## src/rtl/core/btda_pkg.sv

```systemverilog
// shared types and constants for the binary to decimal ascii converter
package btda_pkg;

    localparam logic [5:0] ASCII_ZERO  = 6'd48;
    localparam logic [3:0] DABBLE_MIN  = 4'd5;
    localparam logic [3:0] DABBLE_ADD  = 4'd3;
    localparam logic [3:0] DIGIT_ZERO  = 4'd0;

    typedef enum logic [1:0] {
        ST_IDLE,
        ST_CONV,
        ST_SKIP,
        ST_EMIT
    } btda_state_t;

    typedef struct packed {
        logic load;
        logic dabble;
        logic shift;
    } btda_ctl_t;

endpackage

```

## src/rtl/core/binary_to_decimal_ascii_top.sv

```systemverilog
// binary to decimal ascii converter top level with sequencing fsm
//
// channel | handshake            | payload
// bin     | bin_valid, bin_stall | value
// dig     | dig_valid, dig_stall | digit_char, last
//
// after the accepting edge the value is shifted in bit by bit, one conversion step per input bit
// then leading zero digits are skipped, the skip phase is left, and the remaining digits are sent
// skipped and sent digits together make MAX_DIGITS
// digits leave through a single output register, a stall holds the sequencer in the send phase
// a new value is taken once the last digit sits in the output register
// reset clears the fsm, its counters and the output valid only
module binary_to_decimal_ascii_top
    import btda_pkg::*;
#(
    parameter int VALUE_BITS = 64,
    parameter int MAX_DIGITS = 20
)
(
    input  logic        clk,
    input  logic        rst_n,
    input  logic        bin_valid,
    output logic        bin_stall,
    input  logic [63:0] value,
    output logic        dig_valid,
    input  logic        dig_stall,
    output logic [5:0]  digit_char,
    output logic        last
);

    localparam int CNT_W  = $clog2(VALUE_BITS);
    localparam int DCNT_W = $clog2(MAX_DIGITS + 1);

    btda_state_t       state_reg;
    btda_state_t       state_next;
    logic [CNT_W-1:0]  bit_cnt_reg;
    logic [CNT_W-1:0]  bit_cnt_next;
    logic [DCNT_W-1:0] dig_cnt_reg;
    logic [DCNT_W-1:0] dig_cnt_next;
    btda_ctl_t         ctl;
    logic [3:0]        top_digit;
    logic              free;
    logic              emit_load;
    logic              dig_one;

    assign dig_one   = (dig_cnt_reg == DCNT_W'(1));
    assign bin_stall = (state_reg != ST_IDLE);

    always_comb
    begin
        state_next   = state_reg;
        bit_cnt_next = bit_cnt_reg;
        dig_cnt_next = dig_cnt_reg;
        ctl          = '0;
        emit_load    = 1'b0;
        case (state_reg)
            ST_IDLE:
            begin
                if (bin_valid)
                begin
                    ctl.load     = 1'b1;
                    bit_cnt_next = CNT_W'(VALUE_BITS - 1);
                    state_next   = ST_CONV;
                end
            end
            ST_CONV:
            begin
                ctl.dabble   = 1'b1;
                bit_cnt_next = bit_cnt_reg - 1'b1;
                if (bit_cnt_reg == '0)
                begin
                    dig_cnt_next = DCNT_W'(MAX_DIGITS);
                    state_next   = ST_SKIP;
                end
            end
            ST_SKIP:
            begin
                if (top_digit == DIGIT_ZERO && !dig_one)
                begin
                    ctl.shift    = 1'b1;
                    dig_cnt_next = dig_cnt_reg - 1'b1;
                end
                else
                begin
                    state_next = ST_EMIT;
                end
            end
            ST_EMIT:
            begin
                if (free)
                begin
                    emit_load    = 1'b1;
                    ctl.shift    = 1'b1;
                    dig_cnt_next = dig_cnt_reg - 1'b1;
                    if (dig_one)
                    begin
                        state_next = ST_IDLE;
                    end
                end
            end
            default:
            begin
                state_next = ST_IDLE;
            end
        endcase
    end

    always_ff @(posedge clk or negedge rst_n)
    begin
        if (!rst_n)
        begin
            state_reg   <= ST_IDLE;
            bit_cnt_reg <= '0;
            dig_cnt_reg <= '0;
        end
        else
        begin
            state_reg   <= state_next;
            bit_cnt_reg <= bit_cnt_next;
            dig_cnt_reg <= dig_cnt_next;
        end
    end

    btda_dabble #(
        .VALUE_BITS (VALUE_BITS),
        .MAX_DIGITS (MAX_DIGITS)
    ) u_dabble (
        .clk       (clk),
        .ctl       (ctl),
        .bin       (value[VALUE_BITS-1:0]),
        .top_digit (top_digit)
    );

    btda_emit u_emit (
        .clk        (clk),
        .rst_n      (rst_n),
        .load       (emit_load),
        .digit      (top_digit),
        .last_in    (dig_one),
        .free       (free),
        .dig_valid  (dig_valid),
        .dig_stall  (dig_stall),
        .digit_char (digit_char),
        .last       (last)
    );

`ifndef SYNTHESIS
    assert property (@(posedge clk) disable iff (!rst_n)
        emit_load && dig_one |=> state_reg == ST_IDLE && dig_valid && last)
        else $error("last digit did not end the run");

    assert property (@(posedge clk) disable iff (!rst_n)
        dig_valid |-> digit_char >= 6'd48 && digit_char <= 6'd57)
        else $error("digit out of decimal range");

    assert property (@(posedge clk) disable iff (!rst_n)
        state_reg == ST_SKIP || state_reg == ST_EMIT |-> dig_cnt_reg != '0)
        else $error("digit count ran out while sending");

    assert property (@(posedge clk) disable iff (!rst_n)
        emit_load && !dig_one |=> state_reg == ST_EMIT)
        else $error("run ended before its last digit");
`endif

endmodule

```

## src/rtl/core/btda_dabble.sv

```systemverilog
// bit-serial double dabble: binary shift register and bcd digit register
module btda_dabble
    import btda_pkg::*;
#(
    parameter int VALUE_BITS = 64,
    parameter int MAX_DIGITS = 20
)
(
    input  logic                  clk,
    input  btda_ctl_t             ctl,
    input  logic [VALUE_BITS-1:0] bin,
    output logic [3:0]            top_digit
);

    localparam int BCD_W = 4 * MAX_DIGITS;

    logic [VALUE_BITS-1:0] bin_reg;
    logic [VALUE_BITS-1:0] bin_next;
    logic [BCD_W-1:0]      bcd_reg;
    logic [BCD_W-1:0]      bcd_next;
    logic [BCD_W-1:0]      adj;

    always_comb
    begin
        for (int i = 0; i < MAX_DIGITS; i++)
        begin
            if (bcd_reg[4*i +: 4] >= DABBLE_MIN)
            begin
                adj[4*i +: 4] = bcd_reg[4*i +: 4] + DABBLE_ADD;
            end
            else
            begin
                adj[4*i +: 4] = bcd_reg[4*i +: 4];
            end
        end
    end

    always_comb
    begin
        bin_next = bin_reg;
        bcd_next = bcd_reg;
        if (ctl.load)
        begin
            bin_next = bin;
            bcd_next = '0;
        end
        else if (ctl.dabble)
        begin
            bin_next = {bin_reg[VALUE_BITS-2:0], 1'b0};
            bcd_next = {adj[BCD_W-2:0], bin_reg[VALUE_BITS-1]};
        end
        else if (ctl.shift)
        begin
            bcd_next = {bcd_reg[BCD_W-5:0], DIGIT_ZERO};
        end
    end

    always_ff @(posedge clk)
    begin
        bin_reg <= bin_next;
        bcd_reg <= bcd_next;
    end

    assign top_digit = bcd_reg[BCD_W-1 -: 4];

endmodule

```

## src/rtl/core/btda_emit.sv

```systemverilog
// output register for digit transactions
module btda_emit
    import btda_pkg::*;
(
    input  logic       clk,
    input  logic       rst_n,
    input  logic       load,
    input  logic [3:0] digit,
    input  logic       last_in,
    output logic       free,
    output logic       dig_valid,
    input  logic       dig_stall,
    output logic [5:0] digit_char,
    output logic       last
);

    logic       valid_reg;
    logic       valid_next;
    logic [5:0] char_reg;
    logic       last_reg;

    assign free = !valid_reg || !dig_stall;

    always_comb
    begin
        valid_next = valid_reg;
        if (load)
        begin
            valid_next = 1'b1;
        end
        else if (!dig_stall)
        begin
            valid_next = 1'b0;
        end
    end

    always_ff @(posedge clk or negedge rst_n)
    begin
        if (!rst_n)
        begin
            valid_reg <= 1'b0;
        end
        else
        begin
            valid_reg <= valid_next;
        end
    end

    always_ff @(posedge clk)
    begin
        if (load)
        begin
            char_reg <= ASCII_ZERO + {2'b00, digit};
            last_reg <= last_in;
        end
    end

    assign dig_valid  = valid_reg;
    assign digit_char = char_reg;
    assign last       = last_reg;

endmodule
```

## config.mk

```make
export PLATFORM = sky130hd
export DESIGN_NAME = binary_to_decimal_ascii_top
export DESIGN_NICKNAME = d
export VERILOG_FILES = /design/src/rtl/core/btda_pkg.sv /design/src/rtl/core/binary_to_decimal_ascii_top.sv /design/src/rtl/core/btda_dabble.sv /design/src/rtl/core/btda_emit.sv
export SDC_FILE = /design/constraint.sdc
export NUM_CORES = 1
export LEC_CHECK = 0
export BUFFER_PORTS_ARGS = -buffer_cell sky130_fd_sc_hd__buf_2
export CAP_MARGIN = 20
export CORE_ASPECT_RATIO = 0.6
export CORE_UTILIZATION = 40
export DETAILED_ROUTE_END_ITERATION = 10
export GPL_TIMING_DRIVEN = 0
export PLACE_DENSITY = 0.56
export SLEW_MARGIN = 20
export SYNTH_ARGS = -nofsm -noshare
export SYNTH_HDL_FRONTEND = slang
export SYNTH_HIERARCHICAL = 1
export SYNTH_SLANG_ARGS = --single-unit
```

## constraint.sdc

```tcl
create_clock -name clk -period 5 [get_ports clk]
set_clock_uncertainty 0.1 [all_clocks]
set_input_delay 1.5 -clock clk [delete_from_list [all_inputs] [get_ports clk]]
set_output_delay 1.5 -clock clk [all_outputs]
set_load 0.02 [all_outputs]
```

==> results.sh <==
export IMPL_outcome="finished, final reports clean"
export IMPL_period_share=0.665
export IMPL_p_per_area_nw_per_um2=723
export IMPL_first_pass_iters=5
export IMPL_cp_required_ps=5040
export IMPL_max_vdd_ir_drop_mv=0.307
export IMPL_post_place_ws_ps=1210
export IMPL_hold_path_depth=1
export IMPL_crit_cells=7
export IMPL_slowest_delay_ps=550
export IMPL_grt_overflow=0
export IMPL_antenna_found_initial=1
export IMPL_worst_ep_arrival_time_ps=3360
export IMPL_area_growth_pct=14.4
export IMPL_cp_top_family="buffers and inverters"
export IMPL_drive_gt1_frac=0.228
export IMPL_synth_common_cells="dfxtp_1, mux2_2, edfxtp_1"
export IMPL_r2r_cells=8
export IMPL_clkSinkCount=163
export IMPL_fin_nets=1104
export IMPL_synth_top_cell_area_share=0.226
export IMPL_synthArstFlopShare=0.0859
export IMPL_gp_congestion=0.834
export IMPL_core_area_sq_um=22300
export IMPL_ctsHtreeMaxLevel=4
export IMPL_die_h_microns=119
export IMPL_cts_tree="done"
export IMPL_p_leak_uw=0.00383
export IMPL_cp_max_fo=34
export IMPL_rows=42
export IMPL_maxSlewViolCount=0
export IMPL_dieArea_sq_um=23600
export IMPL_clock_root_buffer="clkbuf_16"
export IMPL_p_total_uw=7600
export IMPL_port_buffers=74
export IMPL_grt_usage=0.225
export IMPL_fin_ws_ps=1680
export IMPL_cp_start_kind="primary input"
export IMPL_path_cells="buf_2, and2_1, buf_2, nor2_1, inv_2, buf_2, buf_12"
export IMPL_postRouteAntennaNets=0
export IMPL_clkSlewWorstSetupHoldPaths_ps=60
export IMPL_rsz0062_at_grt="no"
export IMPL_holdCritPathClass="register to register"
export IMPL_grt_max_degree=35
export IMPL_tns_ps=0
export IMPL_ys_flop_type="dfxtp_1"
export IMPL_dp_hpwl_microns=17700
export IMPL_worst_pin_slew_ps=766
export IMPL_worstSetupEndpointType="register"
export IMPL_vias=7443
export IMPL_syn_avg_cell_area_sq_um=10.3
export IMPL_drt_iter0_drc=610
export IMPL_clockBufferDepth=2
export IMPL_yosysMostFrequentCell="dfxtp_1"
export IMPL_largest_reg_flops=80
export IMPL_cts_buffers=17
export IMPL_min_period_ps=3320
export IMPL_timing_slew_headroom=0.489
export IMPL_postCtsHoldBufs=0
export IMPL_start_util=0.412
export IMPL_yosysSeqAreaShare=0.439
export IMPL_synth_area_top_cells="edfxtp_1, dfxtp_1, mux2_2, ha_1, dfrtp_1"
export IMPL_post_cts_setup_buffers=0
export IMPL_critPathSlowestCell="buf_2"
export IMPL_final_cell_count_no_fill=1309
export IMPL_setup_viol=0
export IMPL_antenna_cells=0
export IMPL_postSynthCellCount=892
export IMPL_synth_warnings=6
export IMPL_synth_edf_count=69
export IMPL_synth_area_leader_cell="edfxtp_1"
export IMPL_ys_ff_latch=163
export IMPL_fill_cells=2160
export IMPL_grt_pass1_vias=7003
export IMPL_wire_per_inst_microns=19.4
export IMPL_critical_path_class="primary input to register"
export IMPL_routed_wl_microns=25400
export IMPL_crit_buf_inv=5
export IMPL_pin_count=77
export IMPL_dpl_cell_count=1277
export IMPL_clk_latency_ps=440
export IMPL_max_freq_ghz=0.301
export IMPL_via_per_inst=5.69
export IMPL_synth_area_sq_um=9180
export IMPL_synth_cell_types=52
export IMPL_grt_first_pass_wirelength_microns=40200
export IMPL_route_detailed_drc=0
export IMPL_cts_resized=0
export IMPL_cap_viol_max_count=0
export IMPL_cp_common_cell="buf_2"
export IMPL_die_w_microns=198
export IMPL_hold_violations=0
==> worst paths after layout <==
| kind | end | startpoint | slack [ps] |
|---|---|---|---|
| setup / recovery | u_dabble/bin_reg[10]$_DFFE_PP_ | bin_valid | 1680 |
| hold / removal | u_emit/dig_valid$_DFFE_PN0P_ | u_emit/dig_valid$_DFFE_PN0P_ | 410 |
| setup reg to reg | u_dabble/bin_reg[10]$_DFFE_PP_ | state_reg[1]$_DFFE_PN0P_ | 2050 |
| hold reg to reg | u_emit/dig_valid$_DFFE_PN0P_ | u_emit/dig_valid$_DFFE_PN0P_ | 410 |
| max in group asynchronous | state_reg[1]$_DFFE_PN0P_ | rst_n | 3680 |
| min in group asynchronous | bit_cnt_reg[1]$_DFFE_PN0P_ | rst_n | 850 |
==> stage by stage <==
step,util,area [sq um],hold WS (ps)
floorplan,-,9180,367
CTS,0.471,10500,423
detailed placement,0.448,9980,408
finish,0.471,10500,411
global route,0.471,10500,439
global placement,0.446,9940,383
==> power breakdown <==
group | switching [uW] | internal [uW] | total (uW)
Sequential | 500 | 2150 | 2650
Clock | 537 | 664 | 1200
Combinational | 2240 | 1510 | 3740
==> layer usage <==
metal	wire length, microns	GRT usage
met5	0	0
met4	320	0.0649
met3	1800	0.0524
met2	9720	0.285
met1	13600	0.362
==> cell usage in the layout, fill, tap and decap left out, types with 2 or more instances in the layout <==
master / count
a211o_1: 2
a211oi_1: 28
a21o_1: 2
a21oi_1: 63
a221oi_1: 7
a31oi_1: 8
a32oi_1: 19
and2_1: 3
buf_1: 4
buf_2: 101
buf_4: 8
buf_6: 2
clkbuf_1: 24
clkbuf_16: 17
clkbuf_8: 2
clkinv_2: 5
conb_1: 2
dfrtp_1: 14
dfxtp_1: 80
edfxtp_1: 69
ha_1: 48
inv_1: 56
mux2_2: 75
mux2i_1: 29
nand2_1: 43
nand2b_1: 22
nand3_1: 17
nand4_1: 3
nand4b_1: 38
nor2_1: 53
nor3b_1: 34
o21ai_0: 46
o221ai_1: 29
o311ai_0: 11
o31ai_1: 2
or2_2: 3
or3_1: 9
==> layout make-up <==
class                      instances  area (sq um)  area share
multi-input combinational        613          4640       0.442
sequential                       163          4020       0.383
tap                              308           385      0.0367
timing repair buffer              76           418      0.0398
clock inverter                     6          32.5     0.00310
inverter                          57           214      0.0204
buffer                            60           304      0.0290
clock buffer                      26           484      0.0461
==> cells by family (layout without fill, tap and decap cells) <==
kind of cell	after synthesis	count (layout)	synth area share
mux	104	104	0.124
other cells	1	2	0.000409
flops	163	163	0.439
fa+ha+maj	48	48	0.0654
compound gates	227	227	0.168
simple gates	232	232	0.148
buf+inv	117	225	0.0563
(Power assumes the default switching activity.)
